===== config.mk =====
export PLATFORM = sky130hd
export DESIGN_NAME = cube_map_face_select_uv
export DESIGN_NICKNAME = d
export VERILOG_FILES = /design/src/cmfs_pkg.sv /design/src/cmfs_select.sv /design/src/cmfs_div_step.sv /design/src/cmfs_finish.sv /design/src/cube_map_face_select_uv.sv
export SDC_FILE = /design/constraint.sdc
export NUM_CORES = 2
export LEC_CHECK = 0
export CAP_MARGIN = 0
export CORE_UTILIZATION = 65
export CTS_BUF_LIST = sky130_fd_sc_hd__clkbuf_16
export CTS_CLUSTER_DIAMETER = 200
export DETAILED_ROUTE_END_ITERATION = 8
export DONT_BUFFER_PORTS = 1
export PLACE_DENSITY = 0.81
export SLEW_MARGIN = 20
export SYNTH_ARGS = -nofsm -noshare
export SYNTH_HDL_FRONTEND = slang
export SYNTH_SLANG_ARGS = --single-unit

===== constraint.sdc =====
create_clock -name clk -period 9.23 [get_ports clk]
set_input_delay 0.4615 -clock clk [delete_from_list [all_inputs] [get_ports clk]]
set_output_delay 0.4615 -clock clk [all_outputs]
set_load 0.03 [all_outputs]

===== src/cmfs_pkg.sv =====
// Shared types and constants for the cube map face select / UV pipeline.
// No dependencies; every other file uses this package by scoped names.
package cmfs_pkg;

	// face width and codes: +x, -x, +y, -y, +z, -z
	localparam int FACE_W = 3;

	localparam logic [FACE_W-1:0] FACE_PX = 3'd0;
	localparam logic [FACE_W-1:0] FACE_NX = 3'd1;
	localparam logic [FACE_W-1:0] FACE_PY = 3'd2;
	localparam logic [FACE_W-1:0] FACE_NY = 3'd3;
	localparam logic [FACE_W-1:0] FACE_PZ = 3'd4;
	localparam logic [FACE_W-1:0] FACE_NZ = 3'd5;

	// per-word control that rides along the pipeline
	typedef struct packed {
		logic [FACE_W-1:0] face;
		logic              neg_u;     // subtract the half ratio from 0.5 for u
		logic              neg_v;     // same for v
		logic              vec_valid; // 0 for the all-zero vector
	} ctl_t;

endpackage


===== src/cmfs_select.sv =====
// First pipeline stage: magnitudes, major axis and face pick, divider setup.
// Depends on cmfs_pkg.
module cmfs_select #(
	parameter int COMPONENT_BITS = 16,
	parameter int MAG_W = COMPONENT_BITS,
	parameter int REM_W = COMPONENT_BITS + 1
) (
	input  logic                             clk,
	input  logic                             arst_n,
	input  logic                             adv,
	input  logic                             in_valid,
	input  logic signed [COMPONENT_BITS-1:0] dir_x,
	input  logic signed [COMPONENT_BITS-1:0] dir_y,
	input  logic signed [COMPONENT_BITS-1:0] dir_z,
	output logic                             valid_s1,
	output cmfs_pkg::ctl_t                   ctl_s1,
	output logic [MAG_W-1:0]                 div_s1,
	output logic [REM_W-1:0]                 rem_u_s1,
	output logic [REM_W-1:0]                 rem_v_s1
);

	logic              sx, sy, sz;
	logic [MAG_W-1:0]  ax, ay, az;
	logic              x_major, y_major, all_zero;
	cmfs_pkg::ctl_t    ctl_d;
	logic [MAG_W-1:0]  div_d, minor_u, minor_v;

	// magnitudes; the most negative value maps to 2^(C-1), which still fits
	assign sx = dir_x[COMPONENT_BITS-1];
	assign sy = dir_y[COMPONENT_BITS-1];
	assign sz = dir_z[COMPONENT_BITS-1];
	assign ax = sx ? (~MAG_W'(dir_x) + MAG_W'(1)) : MAG_W'(dir_x);
	assign ay = sy ? (~MAG_W'(dir_y) + MAG_W'(1)) : MAG_W'(dir_y);
	assign az = sz ? (~MAG_W'(dir_z) + MAG_W'(1)) : MAG_W'(dir_z);

	// ties go to x, then y
	assign x_major  = (ax >= ay) && (ax >= az);
	assign y_major  = (ay >= az);
	assign all_zero = (ax == '0) && (ay == '0) && (az == '0);

	// face, divisor, minor components and the sign of each half ratio
	always_comb begin
		ctl_d.vec_valid = 1'b1;
		if (all_zero) begin
			// zero vector: -x face, both coordinates at 0.5
			ctl_d.face      = cmfs_pkg::FACE_NX;
			ctl_d.neg_u     = 1'b0;
			ctl_d.neg_v     = 1'b0;
			ctl_d.vec_valid = 1'b0;
			div_d           = MAG_W'(1);
			minor_u         = '0;
			minor_v         = '0;
		end else if (x_major) begin
			ctl_d.face  = sx ? cmfs_pkg::FACE_NX : cmfs_pkg::FACE_PX;
			ctl_d.neg_u = sz ^ sx;
			ctl_d.neg_v = sy ^ sx ^ ~sx;
			div_d       = ax;
			minor_u     = az;
			minor_v     = ay;
		end else if (y_major) begin
			ctl_d.face  = sy ? cmfs_pkg::FACE_NY : cmfs_pkg::FACE_PY;
			ctl_d.neg_u = sx ^ sy ^ ~sy;
			ctl_d.neg_v = sz ^ sy;
			div_d       = ay;
			minor_u     = ax;
			minor_v     = az;
		end else begin
			ctl_d.face  = sz ? cmfs_pkg::FACE_NZ : cmfs_pkg::FACE_PZ;
			ctl_d.neg_u = ~(sx ^ sz);
			ctl_d.neg_v = sy ^ sz ^ ~sz;
			div_d       = az;
			minor_u     = ax;
			minor_v     = ay;
		end
	end

	// stage valid
	always_ff @(posedge clk or negedge arst_n) begin
		if (!arst_n) begin
			valid_s1 <= 1'b0;
		end else if (adv) begin
			valid_s1 <= in_valid;
		end
	end

	// stage payload
	always_ff @(posedge clk) begin
		if (adv) begin
			ctl_s1   <= ctl_d;
			div_s1   <= div_d;
			rem_u_s1 <= REM_W'(minor_u);
			rem_v_s1 <= REM_W'(minor_v);
		end
	end

endmodule


===== src/cmfs_div_step.sv =====
// One restoring-division stage: one quotient bit for u and one for v per word.
// Stages are chained in the top level. Depends on cmfs_pkg.
module cmfs_div_step #(
	parameter int MAG_W = 16,
	parameter int REM_W = MAG_W + 1,
	parameter int Q_W   = 16
) (
	input  logic             clk,
	input  logic             arst_n,
	input  logic             adv,
	input  logic             in_valid,
	input  cmfs_pkg::ctl_t   in_ctl,
	input  logic [MAG_W-1:0] in_div,
	input  logic [REM_W-1:0] in_rem_u,
	input  logic [REM_W-1:0] in_rem_v,
	input  logic [Q_W-1:0]   in_q_u,
	input  logic [Q_W-1:0]   in_q_v,
	output logic             valid_s2,
	output cmfs_pkg::ctl_t   ctl_s2,
	output logic [MAG_W-1:0] div_s2,
	output logic [REM_W-1:0] rem_u_s2,
	output logic [REM_W-1:0] rem_v_s2,
	output logic [Q_W-1:0]   q_u_s2,
	output logic [Q_W-1:0]   q_v_s2
);

	logic [REM_W-1:0] div_ext;
	logic             bit_u, bit_v;
	logic [REM_W-1:0] diff_u, diff_v;

	// compare and subtract; the remainder stays below the divisor
	assign div_ext = REM_W'(in_div);
	assign bit_u   = (in_rem_u >= div_ext);
	assign bit_v   = (in_rem_v >= div_ext);
	assign diff_u  = bit_u ? (in_rem_u - div_ext) : in_rem_u;
	assign diff_v  = bit_v ? (in_rem_v - div_ext) : in_rem_v;

	// stage valid
	always_ff @(posedge clk or negedge arst_n) begin
		if (!arst_n) begin
			valid_s2 <= 1'b0;
		end else if (adv) begin
			valid_s2 <= in_valid;
		end
	end

	// stage payload: remainder doubled for the next bit, quotient shifted in
	always_ff @(posedge clk) begin
		if (adv) begin
			ctl_s2   <= in_ctl;
			div_s2   <= in_div;
			rem_u_s2 <= {diff_u[REM_W-2:0], 1'b0};
			rem_v_s2 <= {diff_v[REM_W-2:0], 1'b0};
			q_u_s2   <= {in_q_u[Q_W-2:0], bit_u};
			q_v_s2   <= {in_q_v[Q_W-2:0], bit_v};
		end
	end

endmodule


===== src/cmfs_finish.sv =====
// Last stage: applies the sign of each half ratio around 0.5 into the output
// register. Depends on cmfs_pkg.
module cmfs_finish #(
	parameter int UV_FRAC_BITS = 16
) (
	input  logic                              clk,
	input  logic                              arst_n,
	input  logic                              adv,
	input  logic                              in_valid,
	input  cmfs_pkg::ctl_t                    in_ctl,
	input  logic [UV_FRAC_BITS-1:0]           in_q_u,
	input  logic [UV_FRAC_BITS-1:0]           in_q_v,
	output logic                              valid_s3,
	output logic [cmfs_pkg::FACE_W-1:0]       face_s3,
	output logic [UV_FRAC_BITS:0]             tex_u_s3,
	output logic [UV_FRAC_BITS:0]             tex_v_s3,
	output logic                              vec_valid_s3
);

	localparam int UV_W = UV_FRAC_BITS + 1;
	localparam logic [UV_W-1:0] HALF = UV_W'(1) << (UV_FRAC_BITS - 1);

	logic [UV_W-1:0] q_u, q_v, u_d, v_d;

	// the half ratio never exceeds 0.5, so no clamp is needed
	assign q_u = UV_W'(in_q_u);
	assign q_v = UV_W'(in_q_v);
	assign u_d = in_ctl.neg_u ? (HALF - q_u) : (HALF + q_u);
	assign v_d = in_ctl.neg_v ? (HALF - q_v) : (HALF + q_v);

	// output valid
	always_ff @(posedge clk or negedge arst_n) begin
		if (!arst_n) begin
			valid_s3 <= 1'b0;
		end else if (adv) begin
			valid_s3 <= in_valid;
		end
	end

	// output payload
	always_ff @(posedge clk) begin
		if (adv) begin
			face_s3      <= in_ctl.face;
			tex_u_s3     <= u_d;
			tex_v_s3     <= v_d;
			vec_valid_s3 <= in_ctl.vec_valid;
		end
	end

endmodule


===== src/cube_map_face_select_uv.sv =====
// Cube map face select with face coordinates. One direction vector per cycle
// goes in while the output is not stalled; each word passes one select stage,
// one restoring-division stage per quotient bit of the minor/major ratio, and
// one output stage. Empty stages close up under a stall, so the input stays
// ready while any stage is free. u and v are unsigned Q1.UV_FRAC_BITS; the zero
// vector gives face -x, u = v = 0.5 and tuser low.
// Depends on cmfs_pkg, cmfs_select, cmfs_div_step and cmfs_finish.
module cube_map_face_select_uv #(
	parameter int COMPONENT_BITS = 16,
	parameter int UV_FRAC_BITS   = 16
) (
	input  logic         clk,
	input  logic         arst_n,
	input  logic         s_tvalid,
	output logic         s_tready,
	// s_tdata from bit 0: dir_x, dir_y, dir_z (COMPONENT_BITS each), zero fill
	input  logic [((3*COMPONENT_BITS+7)/8)*8-1:0] s_tdata,
	output logic         m_tvalid,
	input  logic         m_tready,
	// m_tdata from bit 0: face (3), tex_u, tex_v (UV_FRAC_BITS+1 each), zero fill
	output logic [((cmfs_pkg::FACE_W+2*UV_FRAC_BITS+2+7)/8)*8-1:0] m_tdata,
	// m_tuser: vector_valid
	output logic [0:0]   m_tuser
);

	localparam int UV_W   = UV_FRAC_BITS + 1;
	localparam int OUT_W  = ((cmfs_pkg::FACE_W+2*UV_W+7)/8)*8;
	localparam int MAG_W  = COMPONENT_BITS;
	localparam int REM_W  = COMPONENT_BITS + 1;
	localparam int Q_W    = UV_FRAC_BITS;
	localparam int NSTG   = UV_FRAC_BITS + 2;
	localparam logic [UV_W-1:0] HALF = UV_W'(1) << (UV_FRAC_BITS - 1);
	localparam logic [UV_W-1:0] ONE  = UV_W'(1) << UV_FRAC_BITS;

	// stage 0 is select, 1..Q_W are division steps, Q_W+1 is the output
	logic                 stg_valid [NSTG];
	logic                 stg_adv   [NSTG];
	cmfs_pkg::ctl_t       stg_ctl   [Q_W+1];
	logic [MAG_W-1:0]     stg_div   [Q_W+1];
	logic [REM_W-1:0]     stg_rem_u [Q_W+1];
	logic [REM_W-1:0]     stg_rem_v [Q_W+1];
	logic [Q_W-1:0]       stg_q_u   [Q_W+1];
	logic [Q_W-1:0]       stg_q_v   [Q_W+1];

	logic [cmfs_pkg::FACE_W-1:0] face;
	logic [UV_W-1:0]             tex_u, tex_v;
	logic                        vector_valid;

	// a stage loads when it is empty or its word moves on
	assign stg_adv[NSTG-1] = !stg_valid[NSTG-1] || m_tready;
	for (genvar i = 0; i < NSTG - 1; i++) begin : g_adv
		assign stg_adv[i] = !stg_valid[i] || stg_adv[i+1];
	end
	assign s_tready = stg_adv[0];

	// select stage
	cmfs_select #(
		.COMPONENT_BITS(COMPONENT_BITS),
		.MAG_W(MAG_W),
		.REM_W(REM_W)
	) u_select (
		.clk      (clk),
		.arst_n   (arst_n),
		.adv      (stg_adv[0]),
		.in_valid (s_tvalid),
		.dir_x    (s_tdata[COMPONENT_BITS-1:0]),
		.dir_y    (s_tdata[2*COMPONENT_BITS-1:COMPONENT_BITS]),
		.dir_z    (s_tdata[3*COMPONENT_BITS-1:2*COMPONENT_BITS]),
		.valid_s1 (stg_valid[0]),
		.ctl_s1   (stg_ctl[0]),
		.div_s1   (stg_div[0]),
		.rem_u_s1 (stg_rem_u[0]),
		.rem_v_s1 (stg_rem_v[0])
	);
	assign stg_q_u[0] = '0;
	assign stg_q_v[0] = '0;

	// division chain, most significant quotient bit first
	for (genvar k = 0; k < Q_W; k++) begin : g_div
		cmfs_div_step #(
			.MAG_W(MAG_W),
			.REM_W(REM_W),
			.Q_W(Q_W)
		) u_step (
			.clk      (clk),
			.arst_n   (arst_n),
			.adv      (stg_adv[k+1]),
			.in_valid (stg_valid[k]),
			.in_ctl   (stg_ctl[k]),
			.in_div   (stg_div[k]),
			.in_rem_u (stg_rem_u[k]),
			.in_rem_v (stg_rem_v[k]),
			.in_q_u   (stg_q_u[k]),
			.in_q_v   (stg_q_v[k]),
			.valid_s2 (stg_valid[k+1]),
			.ctl_s2   (stg_ctl[k+1]),
			.div_s2   (stg_div[k+1]),
			.rem_u_s2 (stg_rem_u[k+1]),
			.rem_v_s2 (stg_rem_v[k+1]),
			.q_u_s2   (stg_q_u[k+1]),
			.q_v_s2   (stg_q_v[k+1])
		);
	end

	// output stage
	cmfs_finish #(
		.UV_FRAC_BITS(UV_FRAC_BITS)
	) u_finish (
		.clk          (clk),
		.arst_n       (arst_n),
		.adv          (stg_adv[NSTG-1]),
		.in_valid     (stg_valid[Q_W]),
		.in_ctl       (stg_ctl[Q_W]),
		.in_q_u       (stg_q_u[Q_W]),
		.in_q_v       (stg_q_v[Q_W]),
		.valid_s3     (stg_valid[NSTG-1]),
		.face_s3      (face),
		.tex_u_s3     (tex_u),
		.tex_v_s3     (tex_v),
		.vec_valid_s3 (vector_valid)
	);

	// output packing
	assign m_tvalid   = stg_valid[NSTG-1];
	assign m_tdata    = OUT_W'({tex_v, tex_u, face});
	assign m_tuser[0] = vector_valid;

	// zero vector always leaves as -x at the center
	a_zero_vec: assert property (@(posedge clk) disable iff (!arst_n)
		m_tvalid && !m_tuser[0] |-> face == cmfs_pkg::FACE_NX && tex_u == HALF && tex_v == HALF)
		else $error("zero vector result wrong");

	// coordinates stay within [0, 1.0]
	a_uv_range: assert property (@(posedge clk) disable iff (!arst_n)
		m_tvalid |-> tex_u <= ONE && tex_v <= ONE)
		else $error("coordinate out of range");

	// face code stays among the six faces
	a_face_range: assert property (@(posedge clk) disable iff (!arst_n)
		m_tvalid |-> face <= cmfs_pkg::FACE_NZ)
		else $error("face code out of range");

	// input only backs up when the first stage holds a word
	a_ready: assert property (@(posedge clk) disable iff (!arst_n)
		!s_tready |-> stg_valid[0])
		else $error("input stalled with empty first stage");

	// a word taken at the output with nothing behind it leaves the output empty
	a_drain: assert property (@(posedge clk) disable iff (!arst_n)
		m_tvalid && m_tready && !stg_valid[Q_W] |=> !m_tvalid)
		else $error("output word repeated");

endmodule

==> impl_metrics.toml <==
[floorplan]
start_util = 0.6597
die_area_mm2 = 0.1051
io_pins = 95
die_y_um = 324.3
core_mm2 = 0.1023
placement_rows = 117
die_w_um = 324.3

[synth]
syn_inst = 5882
avgSynthCellArea_um2 = 11.48
yosys.area.top_type = "edfxtp_1"
synth_xor_area_frac = 0.05383
yosys-top-cells-count = "edfxtp_1 (1180), ha_1 (565), a21oi_1 (458)"
synthSimpleGateAreaFrac = 0.1102
synth_seq_cells = 1198
synth_compound_area_frac = 0.1320
synthAdderAreaFrac = 0.1136
synth_edf_count = 1180
synth_cell_types = 70
synth_ff_type = "edfxtp_1"
synth_area_leaders = "edfxtp_1 (52%), ha_1 (10%), a21oi_1 (3.4%)"
synth_mux_area_frac = 0.02949
yosysMostFrequentCell = "edfxtp_1"
ys_seq_area_frac = 0.5316
yosys_warnings = 0
synth_area_mm2 = 0.06750
synth_async_sr_flop_share = 0.01503
synth_top_area_share = 0.5249
synth_top_family_by_area = "compound AO/OA/AOI/OAI gates"

[detailed_routing]
drtIter0Drc = 4497
vias = 46960
wl_mm = 166.2
firstDrtPassIters = 6
drc_errors = 0
avgRoutedWirePerCell_um = 22.39
drt-vias-per-instance = 6.325
antenna_left = 0

[sta]
finalClockSkew_ns = 0.03042
slew_headroom = 0.2557
timing.final.max_slew_violations = 0
final-setup-viol-count = 0
setup_tns_ns = 0
layout_worst_path_cycle_share = 0.5808
min_period_ns = 5.361
report.final.hold_viol_count = 0
rsz0062_at_grt = "no"
worst-slew-pin-transition_ns = 1.116
fmax_mhz = 186.5

[critical_path]
ff2ff_path_depth = 11
cpMostUsedCell = "buf_4"
slowest_delay_ns = 0.64
cp_slowest_cell = "nor3_1"
arrival_ns = 4.90
critPathKind = "flip-flop to output port"
end_kind = "output port"
cp.required_ns = 8.77
path_max_fanout = 60
startpoint_type = "flip-flop"
crit_chain = "nor2b_1, nand2_2, buf_4, nor2_1, nand2_4, nor3_1, nand3_2, buf_4, nor2_1, nand2_2, buf_4"

[place]
gp_congestion = 1.008
port_buffers = 0
dp_cells = 7204
hpwl_mm = 123.6

[clock_network]
cts.sinks = 1198
htreeDepth = 3
cts_tree = "yes"
cts-buffers-inserted = 118
cts_max_path_buffers = 3
ctsResizeCount = 0
clk_latency_ns = 0.73
path_clk_slew_ns = 0.06
root_buffer = "clkbuf_16"

[global_route]
grt_pass1_vias = 45490
grt_pass1_wl_mm = 253.6
antenna_found_initial = 2
grt_max_degree = 81
grt_remaining_overflow = 0
grtUsageTotal = 0.3151

[job]
maxCapViolations = 0

[final_layout]
areaGrowthSynthToFinish_pct = 8.576
fin_cells = 7424
drive_gt1_frac = 0.07597
nets = 6610
fillCellCount = 6910

[worst_hold_path]
holdPathStages = 2
hp-class = "input pin to flip-flop"

[run_status]
outcome = "finished, final reports clean"
[sequential cells by signal, indices dropped and copies added (netlist names), 3 cells and up]
name                   flops
g_div.u_step.q_v_s2      136
u_select.rem_u_s1         16
u_finish.tex_v_s3         17
u_finish.tex_u_s3         17
g_div.u_step.ctl_s2       96
g_div.u_step.rem_v_s2    240
u_select.ctl_s1            6
g_div.u_step.rem_u_s2    240
u_select.div_s1           16
u_select.rem_v_s1         16
u_finish.face_s3           3
g_div.u_step.q_u_s2      136
g_div.u_step.valid_s2     16
g_div.u_step.div_s2      240
[path summary, 6_finish.rpt]
kind,start,to,slack (ns)
setup / recovery,u_finish.valid_s3,s_tready,3.87
hold / removal,s_tdata[15],u_select.ctl_s1[2],0.04
setup reg to reg,u_finish.valid_s3,u_select.rem_u_s1[3],4.67
hold reg to reg,g_div[4].u_step.q_v_s2[3],g_div[5].u_step.q_v_s2[4],0.40
max in group asynchronous,arst_n,g_div[9].u_step.valid_s2,8.87
min in group asynchronous,arst_n,u_select.valid_s1,0.21
[through the flow]
| step | instance area (µm²) | hold slack, ns | worst slack [ns] | utilization |
|---|---|---|---|---|
| floorplan | 67510 | 0.1659 | 1.338 | - |
| detailed placement | 69260 | 0.1668 | 4.482 | 0.6768 |
| global placement | 69260 | 0.1667 | 4.544 | 0.6768 |
| global route | 73290 | 0.04828 | 3.563 | 0.7162 |
| finish | 73290 | 0.03771 | 3.869 | 0.7162 |
| CTS | 73290 | 0.008710 | 3.767 | 0.7162 |
[critical path, delay by kind of cell, from the launching register on]
| kind | cells | cell delay [ns] |
|---|---|---|
| buffers and inverters | 3 | 1.07 |
| DFF | 1 | 0.50 |
| and+or+nand+nor | 8 | 2.57 |
[area by class of cell]
class,instances,area (µm²),share of cell area
Antenna cell,1,2.502,0.00003414
Clock buffer,119,2978,0.04063
Clock inverter,93,973.4,0.01328
Inverter,433,1629,0.02223
Multi-Input combinational cell,4164,29720,0.4056
Sequential cell,1198,35880,0.4896
Tap cell,1368,1712,0.02335
Timing Repair Buffer,48,387.9,0.005292
[cell usage in the layout (no fill, tap or decap), types with 20 or more instances in the layout]
cell	instances
o21ai_0	397
nand2b_1	110
xor2_1	168
o41ai_1	27
o22ai_1	30
or2_2	57
inv_1	454
nand3b_1	27
o21a_1	83
clkbuf_16	119
or3_1	26
mux2_2	159
nand4_1	48
nor2_1	427
a21oi_1	458
ha_1	565
edfxtp_1	1180
xnor2_1	245
nand2_1	385
o31ai_1	57
a21boi_0	35
a21o_1	92
and2_1	60
and4_1	32
a311o_1	24
o211ai_1	30
buf_4	41
and3_1	36
nand3_1	64
nor2b_1	93
a31oi_1	55
fa_1	30
mux2i_1	20
nor3_1	110
[logic make-up after synthesis]
logic type	count (synthesis)
flops	1198
fa+ha+maj	595
other cells	1
mux	179
buf+inv	522
simple gates	1525
compound gates	1448
xor+xnor	414
[routing by layer]
layer / global-route usage / share of wire / vias to the layer above
li1: - / - / 21930
met1: 0.4003 / 0.39 / 22480
met2: 0.5280 / 0.48 / 2113
met3: 0.05224 / 0.076 / 440
met4: 0.1491 / 0.052 / 2
met5: 0 / 0.00010 / -
[repair_timing]
| item | in CTS | in global routing |
|---|---|---|
| setup buffers | 0 | 0 |
| hold buffers | 7 | 0 |
| hold endpoints to repair | 24 | 0 |
Power is not shown: default switching activity piles up to over one toggle a cycle in this logic, so the estimate is an artifact.
